### config.mk
export PLATFORM = sky130hd
export DESIGN_NAME = stereo_mid_side_shelf_equalizer
export DESIGN_NICKNAME = d
export VERILOG_FILES = /design/src/hw/rtl/msseq_pkg.sv /design/src/hw/rtl/stereo_mid_side_shelf_equalizer.sv
export VERILOG_INCLUDE_DIRS = /design/src /design/src/hw/rtl
export SDC_FILE = /design/constraint.sdc
export NUM_CORES = 2
export LEC_CHECK = 0
export ABC_AREA = 1
export BUFFER_PORTS_ARGS = -buffer_cell sky130_fd_sc_hd__buf_4
export CAP_MARGIN = 20
export CORE_MARGIN = 2
export CORE_UTILIZATION = 50
export DETAILED_ROUTE_END_ITERATION = 12
export PLACE_DENSITY = 0.75
export SKIP_CTS_REPAIR_TIMING = 1
export SLEW_MARGIN = 20
export SYNTH_ARGS = -nofsm -noshare
export SYNTH_HDL_FRONTEND = slang
export SYNTH_SLANG_ARGS = --single-unit
export TNS_END_PERCENT = 30
### constraint.sdc
create_clock -name clk -period 12.3 [get_ports clk]
set_input_delay 1.23 -clock clk [delete_from_list [all_inputs] [get_ports clk]]
set_output_delay 1.23 -clock clk [all_outputs]
set_load 0.005 [all_outputs]
### src/hw/rtl/assert_macros.svh
// Assertion helpers for the shelf equaliser; clocked on clk, muted in reset.
`ifndef ASSERT_MACROS_SVH
`define ASSERT_MACROS_SVH

`define MSSEQ_ASSERT(name, prop, msg) \
    name: assert property (@(posedge clk) disable iff (!rst_n) prop) else $error(msg);

`define MSSEQ_NEVER(name, cond, msg) \
    `MSSEQ_ASSERT(name, !(cond), msg)

`endif

### src/hw/rtl/msseq_pkg.sv
package msseq_pkg;

    localparam int COEF_FRAC_BITS   = 30;
    localparam int SAMPLE_FRAC_BITS = 12;
    localparam int NTAPS            = 5;

    // tap order within one coefficient set
    localparam int TAP_B0 = 0;
    localparam int TAP_B1 = 1;
    localparam int TAP_B2 = 2;
    localparam int TAP_A1 = 3;
    localparam int TAP_A2 = 4;

    localparam longint NANO       = 64'sd1000000000;
    localparam longint SCALE_NANO = 64'sd435000000;

    // coefficients in units of 1e-9; rows: low 44.1k, low 48k, high 44.1k, high 48k
    localparam longint NANO_TAB [4][NTAPS] = '{
        '{ 64'sd1003493144, -64'sd1972959803, 64'sd970034006,
           -64'sd1973064490, 64'sd973422462 },
        '{ 64'sd1003208909, -64'sd1975164341, 64'sd972434850,
           -64'sd1975252804, 64'sd975555296 },
        '{ 64'sd1507962850, -64'sd1486283619, 64'sd526067061,
           -64'sd715935742, 64'sd263682034 },
        '{ 64'sd1526907727, -64'sd1626539190, 64'sd579979760,
           -64'sd809555904, 64'sd289904201 }
    };

    typedef logic signed [31:0] coef_t;
    typedef logic [NTAPS-1:0][31:0] coef_set_t;
    typedef coef_set_t [1:0] coef_bank_t;

    typedef enum logic [0:0] {
        ST_IDLE,
        ST_RUN
    } eq_state_t;

    // Q2.30, nearest with ties away from zero; feedback taps come out negated
    function automatic coef_t coef_q(input longint nano, input bit neg);
        longint v;
        longint m;
        v = nano * (longint'(1) << COEF_FRAC_BITS);
        if (neg)
        begin
            v = -v;
        end
        if (v >= 0)
        begin
            m = (v + NANO / 2) / NANO;
        end
        else
        begin
            m = -((-v + NANO / 2) / NANO);
        end
        return coef_t'(m);
    endfunction

    function automatic coef_bank_t build_bank(input bit high);
        coef_bank_t bank;
        for (int r = 0; r < 2; r++)
        begin
            for (int t = 0; t < NTAPS; t++)
            begin
                bank[r][t] = coef_q(NANO_TAB[2 * int'(high) + r][t], t >= TAP_A1);
            end
        end
        return bank;
    endfunction

    localparam coef_bank_t LOW_BANK  = build_bank(1'b0);
    localparam coef_bank_t HIGH_BANK = build_bank(1'b1);
    localparam coef_t      K_REBUILD = coef_q(SCALE_NANO, 1'b0);

endpackage

### src/hw/rtl/stereo_mid_side_shelf_equalizer.sv
// Stereo mid/side shelf equaliser. Each input item is one signed 16-bit
// stereo pair (left in s_tdata[15:0], right in s_tdata[31:16]) plus a
// last-pair flag on s_tlast. The block forms mid = L+R and side = L-R in
// Q20.12, runs mid through a low-shelf biquad, rebuilds each channel as
// 0.435 * (mid +/- side) and runs each through its own high-shelf biquad.
// Results are truncated toward zero and saturated to 16 bits; the flag comes
// back unchanged on m_tlast. All products go through one 32x33-bit
// multiplier and one saturating 64-bit accumulator under a step counter:
// 17 products, with the pipeline drained where one filter waits on the last.
// An item is accepted and then occupies the block through its final step,
// so no new pair is taken until that step is done. The result waits in an
// output register, so the next pair may be taken while it is still unread;
// the block stalls on its final step only if that register is still full.
// Writing cfg_data selects the coefficient set (0: 44.1 kHz, 1: 48 kHz) and
// clears all filter history; it is taken only while the block is idle.
`include "assert_macros.svh"

module stereo_mid_side_shelf_equalizer
    import msseq_pkg::*;
(
    input  logic        clk,
    input  logic        rst_n,
    input  logic        s_tvalid,
    output logic        s_tready,
    input  logic [31:0] s_tdata,    // left_in [15:0], right_in [31:16]
    input  logic        s_tlast,    // frame_last
    output logic        m_tvalid,
    input  logic        m_tready,
    output logic [31:0] m_tdata,    // left_out [15:0], right_out [31:16]
    output logic        m_tlast,    // last_out
    input  logic        cfg_valid,
    output logic        cfg_ready,
    input  logic [0:0]  cfg_data    // rate_select
);

    // Issue step of the first product of each group; NTAPS products per biquad.
    localparam int OP_MID_I   = 0;
    localparam int OP_LM_I    = OP_MID_I + NTAPS + 3;   // wait for mid output
    localparam int OP_RM_I    = OP_LM_I + 1;
    localparam int OP_LEFT_I  = OP_RM_I + 3;            // wait for rebuilt left
    localparam int OP_RIGHT_I = OP_LEFT_I + NTAPS;
    localparam int ACC_LAG    = 2;                      // operand reg, product reg
    localparam int FIN_LAG    = ACC_LAG + 1;
    localparam int STEP_OUT_I = OP_RIGHT_I + NTAPS - 1 + FIN_LAG + 1;
    localparam int STEP_W     = $clog2(STEP_OUT_I + 1);

    typedef logic [STEP_W-1:0] step_t;

    localparam step_t OP_MID       = step_t'(OP_MID_I);
    localparam step_t OP_MID_END   = step_t'(OP_MID_I + NTAPS - 1);
    localparam step_t OP_LM        = step_t'(OP_LM_I);
    localparam step_t OP_RM        = step_t'(OP_RM_I);
    localparam step_t OP_LEFT      = step_t'(OP_LEFT_I);
    localparam step_t OP_LEFT_END  = step_t'(OP_LEFT_I + NTAPS - 1);
    localparam step_t OP_RIGHT     = step_t'(OP_RIGHT_I);
    localparam step_t OP_RIGHT_END = step_t'(OP_RIGHT_I + NTAPS - 1);
    localparam step_t STEP_OUT     = step_t'(STEP_OUT_I);
    localparam int    QW           = 65 - COEF_FRAC_BITS;
    localparam int    OW           = 33 - SAMPLE_FRAC_BITS;

    // ---------------------------------------------------------------
    // Arithmetic helpers
    // ---------------------------------------------------------------
    function automatic logic signed [63:0] sat_add64(input logic signed [63:0] a,
                                                      input logic signed [63:0] b);
        logic signed [64:0] s;
        s = {a[63], a} + {b[63], b};
        if (s[64] != s[63])
        begin
            return s[64] ? {1'b1, 63'd0} : {1'b0, {63{1'b1}}};
        end
        return s[63:0];
    endfunction

    // acc / 2^COEF_FRAC_BITS toward zero, saturated to 32 bits
    function automatic logic signed [31:0] fin32(input logic signed [63:0] a);
        logic          inc;
        logic [QW-1:0] q;
        inc = a[63] && (a[COEF_FRAC_BITS-1:0] != '0);
        q   = {a[63], a[63:COEF_FRAC_BITS]} + QW'(inc);
        if (q[QW-1:31] == '0 || q[QW-1:31] == '1)
        begin
            return q[31:0];
        end
        return q[QW-1] ? 32'sh8000_0000 : 32'sh7fff_ffff;
    endfunction

    // Q20.12 to integer toward zero, saturated to 16 bits
    function automatic logic [15:0] out16(input logic signed [31:0] v);
        logic          inc;
        logic [OW-1:0] q;
        inc = v[31] && (v[SAMPLE_FRAC_BITS-1:0] != '0);
        q   = {v[31], v[31:SAMPLE_FRAC_BITS]} + OW'(inc);
        if (q[OW-1:15] == '0 || q[OW-1:15] == '1)
        begin
            return q[15:0];
        end
        return q[OW-1] ? 16'h8000 : 16'h7fff;
    endfunction

    // integer sample sum to Q20.12, saturated to 32 bits
    function automatic logic signed [31:0] to_q12(input logic signed [16:0] v);
        logic signed [32:0] w;
        w = 33'(v) <<< SAMPLE_FRAC_BITS;
        if (w[32] != w[31])
        begin
            return w[32] ? 32'sh8000_0000 : 32'sh7fff_ffff;
        end
        return w[31:0];
    endfunction

    // ---------------------------------------------------------------
    // Control
    // ---------------------------------------------------------------
    eq_state_t state_reg, state_next;
    step_t     step_reg, step_next;
    logic      rate_reg;
    logic      m_tvalid_reg;
    logic      run;
    logic      out_free;
    logic      done;
    logic      in_fire;
    logic      cfg_fire;

    assign out_free = !m_tvalid_reg || m_tready;
    assign in_fire  = s_tvalid && s_tready;
    assign cfg_fire = cfg_valid && cfg_ready;

    always_comb
    begin
        s_tready  = 1'b0;
        cfg_ready = 1'b0;
        run       = 1'b0;
        done      = 1'b0;
        case (state_reg)
            ST_IDLE:
            begin
                cfg_ready = 1'b1;
                s_tready  = !cfg_valid;
            end
            ST_RUN:
            begin
                run  = 1'b1;
                done = (step_reg == STEP_OUT) && out_free;
            end
            default:
            begin
                run = 1'b0;
            end
        endcase
    end

    always_comb
    begin
        state_next = state_reg;
        step_next  = step_reg;
        case (state_reg)
            ST_IDLE:
            begin
                if (s_tvalid && !cfg_valid)
                begin
                    state_next = ST_RUN;
                    step_next  = '0;
                end
            end
            ST_RUN:
            begin
                if (step_reg == STEP_OUT)
                begin
                    if (out_free)
                    begin
                        state_next = ST_IDLE;
                    end
                end
                else
                begin
                    step_next = step_reg + step_t'(1);
                end
            end
            default:
            begin
                state_next = ST_IDLE;
            end
        endcase
    end

    always_ff @(posedge clk or negedge rst_n)
    begin
        if (!rst_n)
        begin
            state_reg <= ST_IDLE;
            step_reg  <= '0;
        end
        else
        begin
            state_reg <= state_next;
            step_reg  <= step_next;
        end
    end

    // ---------------------------------------------------------------
    // Input capture
    // ---------------------------------------------------------------
    logic signed [15:0] left_in;
    logic signed [15:0] right_in;
    logic signed [31:0] mx_reg;     // new mid sample
    logic signed [31:0] side_reg;
    logic               last_reg;

    assign left_in  = s_tdata[15:0];
    assign right_in = s_tdata[31:16];

    always_ff @(posedge clk)
    begin
        if (in_fire)
        begin
            mx_reg   <= to_q12(17'(left_in) + 17'(right_in));
            side_reg <= to_q12(17'(left_in) - 17'(right_in));
            last_reg <= s_tlast;
        end
    end

    // ---------------------------------------------------------------
    // Filter history (cleared by reset and by a rate write) and rebuilt samples lm/rm
    // ---------------------------------------------------------------
    logic signed [31:0] mx1_reg, mx2_reg, my1_reg, my2_reg;
    logic signed [31:0] lx1_reg, lx2_reg, ly1_reg, ly2_reg;
    logic signed [31:0] rx1_reg, rx2_reg, ry1_reg, ry2_reg;
    logic signed [31:0] lm_reg, rm_reg;

    // ---------------------------------------------------------------
    // Shared datapath: operand select -> multiply -> accumulate -> finalise
    // ---------------------------------------------------------------
    logic signed [31:0] opa_reg, opa_next;
    logic signed [32:0] opb_reg, opb_next;
    logic signed [64:0] prod_full;
    logic signed [63:0] prod_reg;
    logic signed [63:0] acc_reg;
    logic signed [31:0] fin_y;
    step_t              acc_step;
    step_t              fin_step;
    logic               acc_en;
    logic               acc_first;

    // pick coefficient and sample for the product issued at this step
    always_comb
    begin
        opa_next = '0;
        opb_next = '0;
        case (step_reg)
            OP_MID:
            begin
                opa_next = LOW_BANK[rate_reg][TAP_B0];
                opb_next = 33'(mx_reg);
            end
            OP_MID + step_t'(1):
            begin
                opa_next = LOW_BANK[rate_reg][TAP_B1];
                opb_next = 33'(mx1_reg);
            end
            OP_MID + step_t'(2):
            begin
                opa_next = LOW_BANK[rate_reg][TAP_B2];
                opb_next = 33'(mx2_reg);
            end
            OP_MID + step_t'(3):
            begin
                opa_next = LOW_BANK[rate_reg][TAP_A1];
                opb_next = 33'(my1_reg);
            end
            OP_MID_END:
            begin
                opa_next = LOW_BANK[rate_reg][TAP_A2];
                opb_next = 33'(my2_reg);
            end
            OP_LM:
            begin
                opa_next = K_REBUILD;
                opb_next = 33'(my1_reg) + 33'(side_reg);
            end
            OP_RM:
            begin
                opa_next = K_REBUILD;
                opb_next = 33'(my1_reg) - 33'(side_reg);
            end
            OP_LEFT:
            begin
                opa_next = HIGH_BANK[rate_reg][TAP_B0];
                opb_next = 33'(lm_reg);
            end
            OP_LEFT + step_t'(1):
            begin
                opa_next = HIGH_BANK[rate_reg][TAP_B1];
                opb_next = 33'(lx1_reg);
            end
            OP_LEFT + step_t'(2):
            begin
                opa_next = HIGH_BANK[rate_reg][TAP_B2];
                opb_next = 33'(lx2_reg);
            end
            OP_LEFT + step_t'(3):
            begin
                opa_next = HIGH_BANK[rate_reg][TAP_A1];
                opb_next = 33'(ly1_reg);
            end
            OP_LEFT_END:
            begin
                opa_next = HIGH_BANK[rate_reg][TAP_A2];
                opb_next = 33'(ly2_reg);
            end
            OP_RIGHT:
            begin
                opa_next = HIGH_BANK[rate_reg][TAP_B0];
                opb_next = 33'(rm_reg);
            end
            OP_RIGHT + step_t'(1):
            begin
                opa_next = HIGH_BANK[rate_reg][TAP_B1];
                opb_next = 33'(rx1_reg);
            end
            OP_RIGHT + step_t'(2):
            begin
                opa_next = HIGH_BANK[rate_reg][TAP_B2];
                opb_next = 33'(rx2_reg);
            end
            OP_RIGHT + step_t'(3):
            begin
                opa_next = HIGH_BANK[rate_reg][TAP_A1];
                opb_next = 33'(ry1_reg);
            end
            OP_RIGHT_END:
            begin
                opa_next = HIGH_BANK[rate_reg][TAP_A2];
                opb_next = 33'(ry2_reg);
            end
            default:
            begin
                opa_next = '0;
                opb_next = '0;
            end
        endcase
    end

    assign prod_full = opa_reg * opb_reg;

    // the accumulator works on the product that has passed through prod_reg
    assign acc_step = step_reg - step_t'(ACC_LAG);
    assign fin_step = step_reg - step_t'(FIN_LAG);

    always_comb
    begin
        acc_en    = 1'b0;
        acc_first = 1'b0;
        case (acc_step) inside
            [OP_MID:OP_MID_END], OP_LM, OP_RM, [OP_LEFT:OP_RIGHT_END]:
            begin
                acc_en = run;
            end
            default:
            begin
                acc_en = 1'b0;
            end
        endcase
        case (acc_step) inside
            OP_MID, OP_LM, OP_RM, OP_LEFT, OP_RIGHT:
            begin
                acc_first = 1'b1;
            end
            default:
            begin
                acc_first = 1'b0;
            end
        endcase
    end

    assign fin_y = fin32(acc_reg);

    always_ff @(posedge clk)
    begin
        opa_reg  <= opa_next;
        opb_reg  <= opb_next;
        prod_reg <= prod_full[63:0];
        if (acc_en)
        begin
            acc_reg <= acc_first ? prod_reg : sat_add64(acc_reg, prod_reg);
        end
        // rebuilt channel samples
        if (run && fin_step == OP_LM)
        begin
            lm_reg <= fin_y;
        end
        if (run && fin_step == OP_RM)
        begin
            rm_reg <= fin_y;
        end
    end

    // finalise each biquad: shift its history and store the new output
    always_ff @(posedge clk or negedge rst_n)
    begin
        if (!rst_n)
        begin
            rate_reg <= 1'b0;
            mx1_reg  <= '0;
            mx2_reg  <= '0;
            my1_reg  <= '0;
            my2_reg  <= '0;
            lx1_reg  <= '0;
            lx2_reg  <= '0;
            ly1_reg  <= '0;
            ly2_reg  <= '0;
            rx1_reg  <= '0;
            rx2_reg  <= '0;
            ry1_reg  <= '0;
            ry2_reg  <= '0;
        end
        else if (cfg_fire)
        begin
            // new rate: drop all history
            rate_reg <= cfg_data[0];
            mx1_reg  <= '0;
            mx2_reg  <= '0;
            my1_reg  <= '0;
            my2_reg  <= '0;
            lx1_reg  <= '0;
            lx2_reg  <= '0;
            ly1_reg  <= '0;
            ly2_reg  <= '0;
            rx1_reg  <= '0;
            rx2_reg  <= '0;
            ry1_reg  <= '0;
            ry2_reg  <= '0;
        end
        else if (run)
        begin
            case (fin_step)
                OP_MID_END:
                begin
                    mx2_reg <= mx1_reg;
                    mx1_reg <= mx_reg;
                    my2_reg <= my1_reg;
                    my1_reg <= fin_y;
                end
                OP_LEFT_END:
                begin
                    lx2_reg <= lx1_reg;
                    lx1_reg <= lm_reg;
                    ly2_reg <= ly1_reg;
                    ly1_reg <= fin_y;
                end
                OP_RIGHT_END:
                begin
                    rx2_reg <= rx1_reg;
                    rx1_reg <= rm_reg;
                    ry2_reg <= ry1_reg;
                    ry1_reg <= fin_y;
                end
                default:
                begin
                    mx1_reg <= mx1_reg;
                end
            endcase
        end
    end

    // ---------------------------------------------------------------
    // Output register: holds the result until the sink takes it
    // ---------------------------------------------------------------
    logic [15:0] left_out;
    logic [15:0] right_out;
    logic [31:0] m_tdata_reg;
    logic        m_tlast_reg;

    assign left_out  = out16(ly1_reg);
    assign right_out = out16(ry1_reg);

    always_ff @(posedge clk or negedge rst_n)
    begin
        if (!rst_n)
        begin
            m_tvalid_reg <= 1'b0;
        end
        else if (done)
        begin
            m_tvalid_reg <= 1'b1;
        end
        else if (m_tready)
        begin
            m_tvalid_reg <= 1'b0;
        end
    end

    always_ff @(posedge clk)
    begin
        if (done)
        begin
            m_tdata_reg <= {right_out, left_out};
            m_tlast_reg <= last_reg;
        end
    end

    assign m_tvalid = m_tvalid_reg;
    assign m_tdata  = m_tdata_reg;
    assign m_tlast  = m_tlast_reg;

    // ---------------------------------------------------------------
    // Checks
    // ---------------------------------------------------------------
    `MSSEQ_ASSERT(a_accept_starts_run, in_fire |=> (state_reg == ST_RUN && step_reg == '0), "item accepted without starting the sequence")
    `MSSEQ_NEVER(a_step_in_range, step_reg > STEP_OUT, "step counter past final step")
    `MSSEQ_ASSERT(a_result_at_final_step, $rose(m_tvalid) |-> ($past(state_reg) == ST_RUN && $past(step_reg) == STEP_OUT), "result raised outside final step")
    `MSSEQ_ASSERT(a_rate_write_clears, cfg_fire |=> (my1_reg == '0 && ly1_reg == '0 && ry1_reg == '0), "history not cleared by rate write")

endmodule

==> metrics.json <==
{
  "yosys": {
    "netlist_instances": 9481,
    "synthSimpleGateAreaFrac_pct": 19.5,
    "asyncSetResetFlopFracSynth_pct": 52.8,
    "ys_seq_area_share_pct": 23.1,
    "synth.ff_latch_count": 686,
    "synth_warnings": 0,
    "ys_top_cells_by_area": "sky130_fd_sc_hd__fa_1, sky130_fd_sc_hd__nand2_1, sky130_fd_sc_hd__dfrtp_1",
    "dominantRegCellSynth": "sky130_fd_sc_hd__dfrtp_1",
    "synth-edff-count": 195,
    "yosysTopAreaCell": "sky130_fd_sc_hd__fa_1",
    "synth_top_family_by_area": "adder cells",
    "synthesis.nets": 10900,
    "synth_cell_type_count": 62,
    "synth_top_area_share_pct": 29.2,
    "yosys-mux-area-fraction_pct": 0,
    "synth_area_in_compound_gates_pct": 7.33,
    "synth_xor_area_share_pct": 2.35,
    "syn_avg_cell_area_um2": 7.99,
    "synth_area_mm2": 0.0758,
    "synth-adder-area-share_pct": 34.5
  },
  "clock_tree": {
    "number_of_buffers_added_by_the_clock_tree_synthesis_step": 76,
    "tritoncts_num_sinks": 686,
    "clock_h_tree_levels": 3,
    "clock_tree.buffer_depth": 3,
    "clock_tree.root_cell": "sky130_fd_sc_hd__clkbuf_16",
    "clk_transition_reported_paths_ns": 0.07,
    "clkLatencyLatePin_ns": 0.71,
    "tritoncts": "yes"
  },
  "layout": {
    "most-common-layout-cells": "sky130_fd_sc_hd__nand2_1, sky130_fd_sc_hd__inv_1, sky130_fd_sc_hd__fa_1, sky130_fd_sc_hd__nor2_1, sky130_fd_sc_hd__nand3_1",
    "layout.cells.most_common": "sky130_fd_sc_hd__nand2_1",
    "area_growth_syn_to_layout_pct": 6.69,
    "filler_instances": 13900,
    "final_core_util_pct": 53.8,
    "final_layout_size_suffix_gt1_share_pct": 4.40,
    "nets": 10800
  },
  "sta": {
    "maximum_clock_frequency_mhz": 112,
    "slew-limit-headroom_pct": 26.3,
    "rsz0062_at_grt": "false",
    "slew_viol_final": 0,
    "setup_viol": 0,
    "finClkSkew_ns": 0.0481,
    "transition_time_at_the_pin_with_the_least_slew_margin_ns": 1.10,
    "hold_viol": 0,
    "fin_tns_setup_ns": 0,
    "timing.final.crit_share_pct": 72.5,
    "min_period_ns": 8.91
  },
  "global_route": {
    "grt.met1_usage_pct": 46.5,
    "overflow": 0,
    "grt_util_met3_pct": 7.28,
    "grt-busiest-layer": "met2",
    "number_of_global_route_vias_before_repair": 66300,
    "grt_pass1_wl_um": 404000,
    "grt_use_total_pct": 35.0,
    "grt_max_degree": 94,
    "grt_antenna_before_repair": 10,
    "grt.met2_usage_pct": 55.2
  },
  "setup_path": {
    "critical_path.max_stage_delay_ns": 0.88,
    "cpMostUsedCell": "sky130_fd_sc_hd__fa_1",
    "cell_with_the_biggest_individual_delay_on_the_critical_path": "sky130_fd_sc_hd__fa_1",
    "critical_path.top_delay_family": "adder cells",
    "path_max_fanout": 19,
    "criticalPathCategory": "reg -> reg",
    "worst-endpoint-required_ns": 12.88,
    "worst_setup_path_start_kind": "flip-flop",
    "endpoint_kind": "flip-flop",
    "cp_data_arrival_time_ns": 9.49,
    "path_buf_inv": 8
  },
  "min_path": {
    "hold_path.class": "reg -> reg"
  },
  "placed_design": {
    "dpl.hpwl_um": 206000,
    "routabilityCongestion": 1.04,
    "port_buffers": 74
  },
  "floorplan": {
    "initial_utilization_pct": 50.5,
    "placement_rows": 142,
    "io_pins": 75,
    "die_area_mm2": 0.155,
    "die_width_um": 393,
    "fp.dieH_um": 393,
    "core_region_area_mm2": 0.150
  },
  "drt": {
    "first_pass_iters": 6,
    "routed_via_density": 5.65,
    "detailroute.via_count": 64500,
    "avgRoutedWirePerCell_um": 23.2,
    "detail-route-antenna-nets": 0,
    "postRouteWirelength_um": 266000,
    "post-route-drc-count": 0,
    "initialDrtViolationCount": 6462
  },
  "run_status": {
    "outcome": "complete, no violations"
  },
  "flow_run": {
    "max-cap-violations": 0
  }
}
[layout make-up]
| type | instances | area, µm² | area share (%) |
|---|---|---|---|
| multi-input cells | 6148 | 48300 | 59.7 |
| flip-flops and latches | 686 | 17500 | 21.6 |
| inverters | 2245 | 8430 | 10.4 |
| well taps | 2016 | 2520 | 3.12 |
| clock buffers | 107 | 2150 | 2.66 |
| repair buffers | 192 | 1470 | 1.82 |
| clock inverters | 35 | 474 | 0.587 |
| diodes | 2 | 5.00 | 0.00619 |
[worst register-to-register path: cells and delay by family, from the launching register on]
kind | cells | cell delay [ns]
AND/OR/NAND/NOR | 8 | 1.29
flip-flops | 1 | 0.80
buffers and inverters | 8 | 1.47
adder cells (fa/ha/maj) | 9 | 5.23
[logic make-up (layout without fill, tap and decap cells)]
logic type | Yosys count | after routing
buffers and inverters | 2647 | 2579
and+or+nand+nor | 3585 | 3585
xor gates and xnor gates | 203 | 203
AOI/OAI and AO/OA | 936 | 936
DFF | 686 | 686
other | 0 | 2
adders and majority gates | 1424 | 1424
[cell usage after synthesis (42+ instances only)]
| cell | instances |
|---|---|
| sky130_fd_sc_hd__nand4_1 | 84 |
| sky130_fd_sc_hd__fa_1 | 1107 |
| sky130_fd_sc_hd__ha_1 | 317 |
| sky130_fd_sc_hd__nand3_1 | 427 |
| sky130_fd_sc_hd__nand2_1 | 2418 |
| sky130_fd_sc_hd__clkbuf_1 | 328 |
| sky130_fd_sc_hd__o22ai_1 | 231 |
| sky130_fd_sc_hd__dfrtp_1 | 362 |
| sky130_fd_sc_hd__nor2_1 | 440 |
| sky130_fd_sc_hd__inv_1 | 2232 |
| sky130_fd_sc_hd__xor2_1 | 164 |
| sky130_fd_sc_hd__o21ai_0 | 247 |
| sky130_fd_sc_hd__nor3_1 | 79 |
| sky130_fd_sc_hd__a21oi_1 | 242 |
| sky130_fd_sc_hd__dfxtp_1 | 129 |
| sky130_fd_sc_hd__buf_2 | 44 |
| sky130_fd_sc_hd__nor4_1 | 42 |
| sky130_fd_sc_hd__edfxtp_1 | 195 |
[per-stage QoR]
step                      setup slack [ns]  hold slack (ns)  cells  area, µm²
after floorplan                       4.90            0.400   9481      75800
after global placement                3.60            0.423  11300      78200
after detailed placement              3.48            0.413  11300      78200
after CTS                             3.41            0.436  11400      80800
after global routing                  2.88            0.442  11400      80800
final                                 3.39            0.431  11400      80800
[routing by layer]
| metal | vias up | share of wire (%) |
|---|---|---|
| met4 | 6 | 5.2 |
| met3 | 750 | 9.8 |
| met1 | 32000 | 39 |
| li1 | 28400 | - |
| met5 | - | 0.016 |
| met2 | 3398 | 46 |
[worst paths after layout]
check | start | to | slack, ns | cells past startpoint
max in group asynchronous | rst_n | my2_reg[21] | 9.56 | 3
worst max-delay path | opb_reg[32] | prod_reg[52] | 3.39 | 25
worst min register to register | last_reg | m_tlast | 0.43 | 0
worst max register to register | opb_reg[32] | prod_reg[52] | 3.39 | 25
min in group asynchronous | rst_n | mx1_reg[18] | 0.56 | 1
worst min-delay path | last_reg | m_tlast | 0.43 | 0
Power is not shown: default switching activity piles up to over one toggle a cycle in this logic, so the estimate is an artifact.
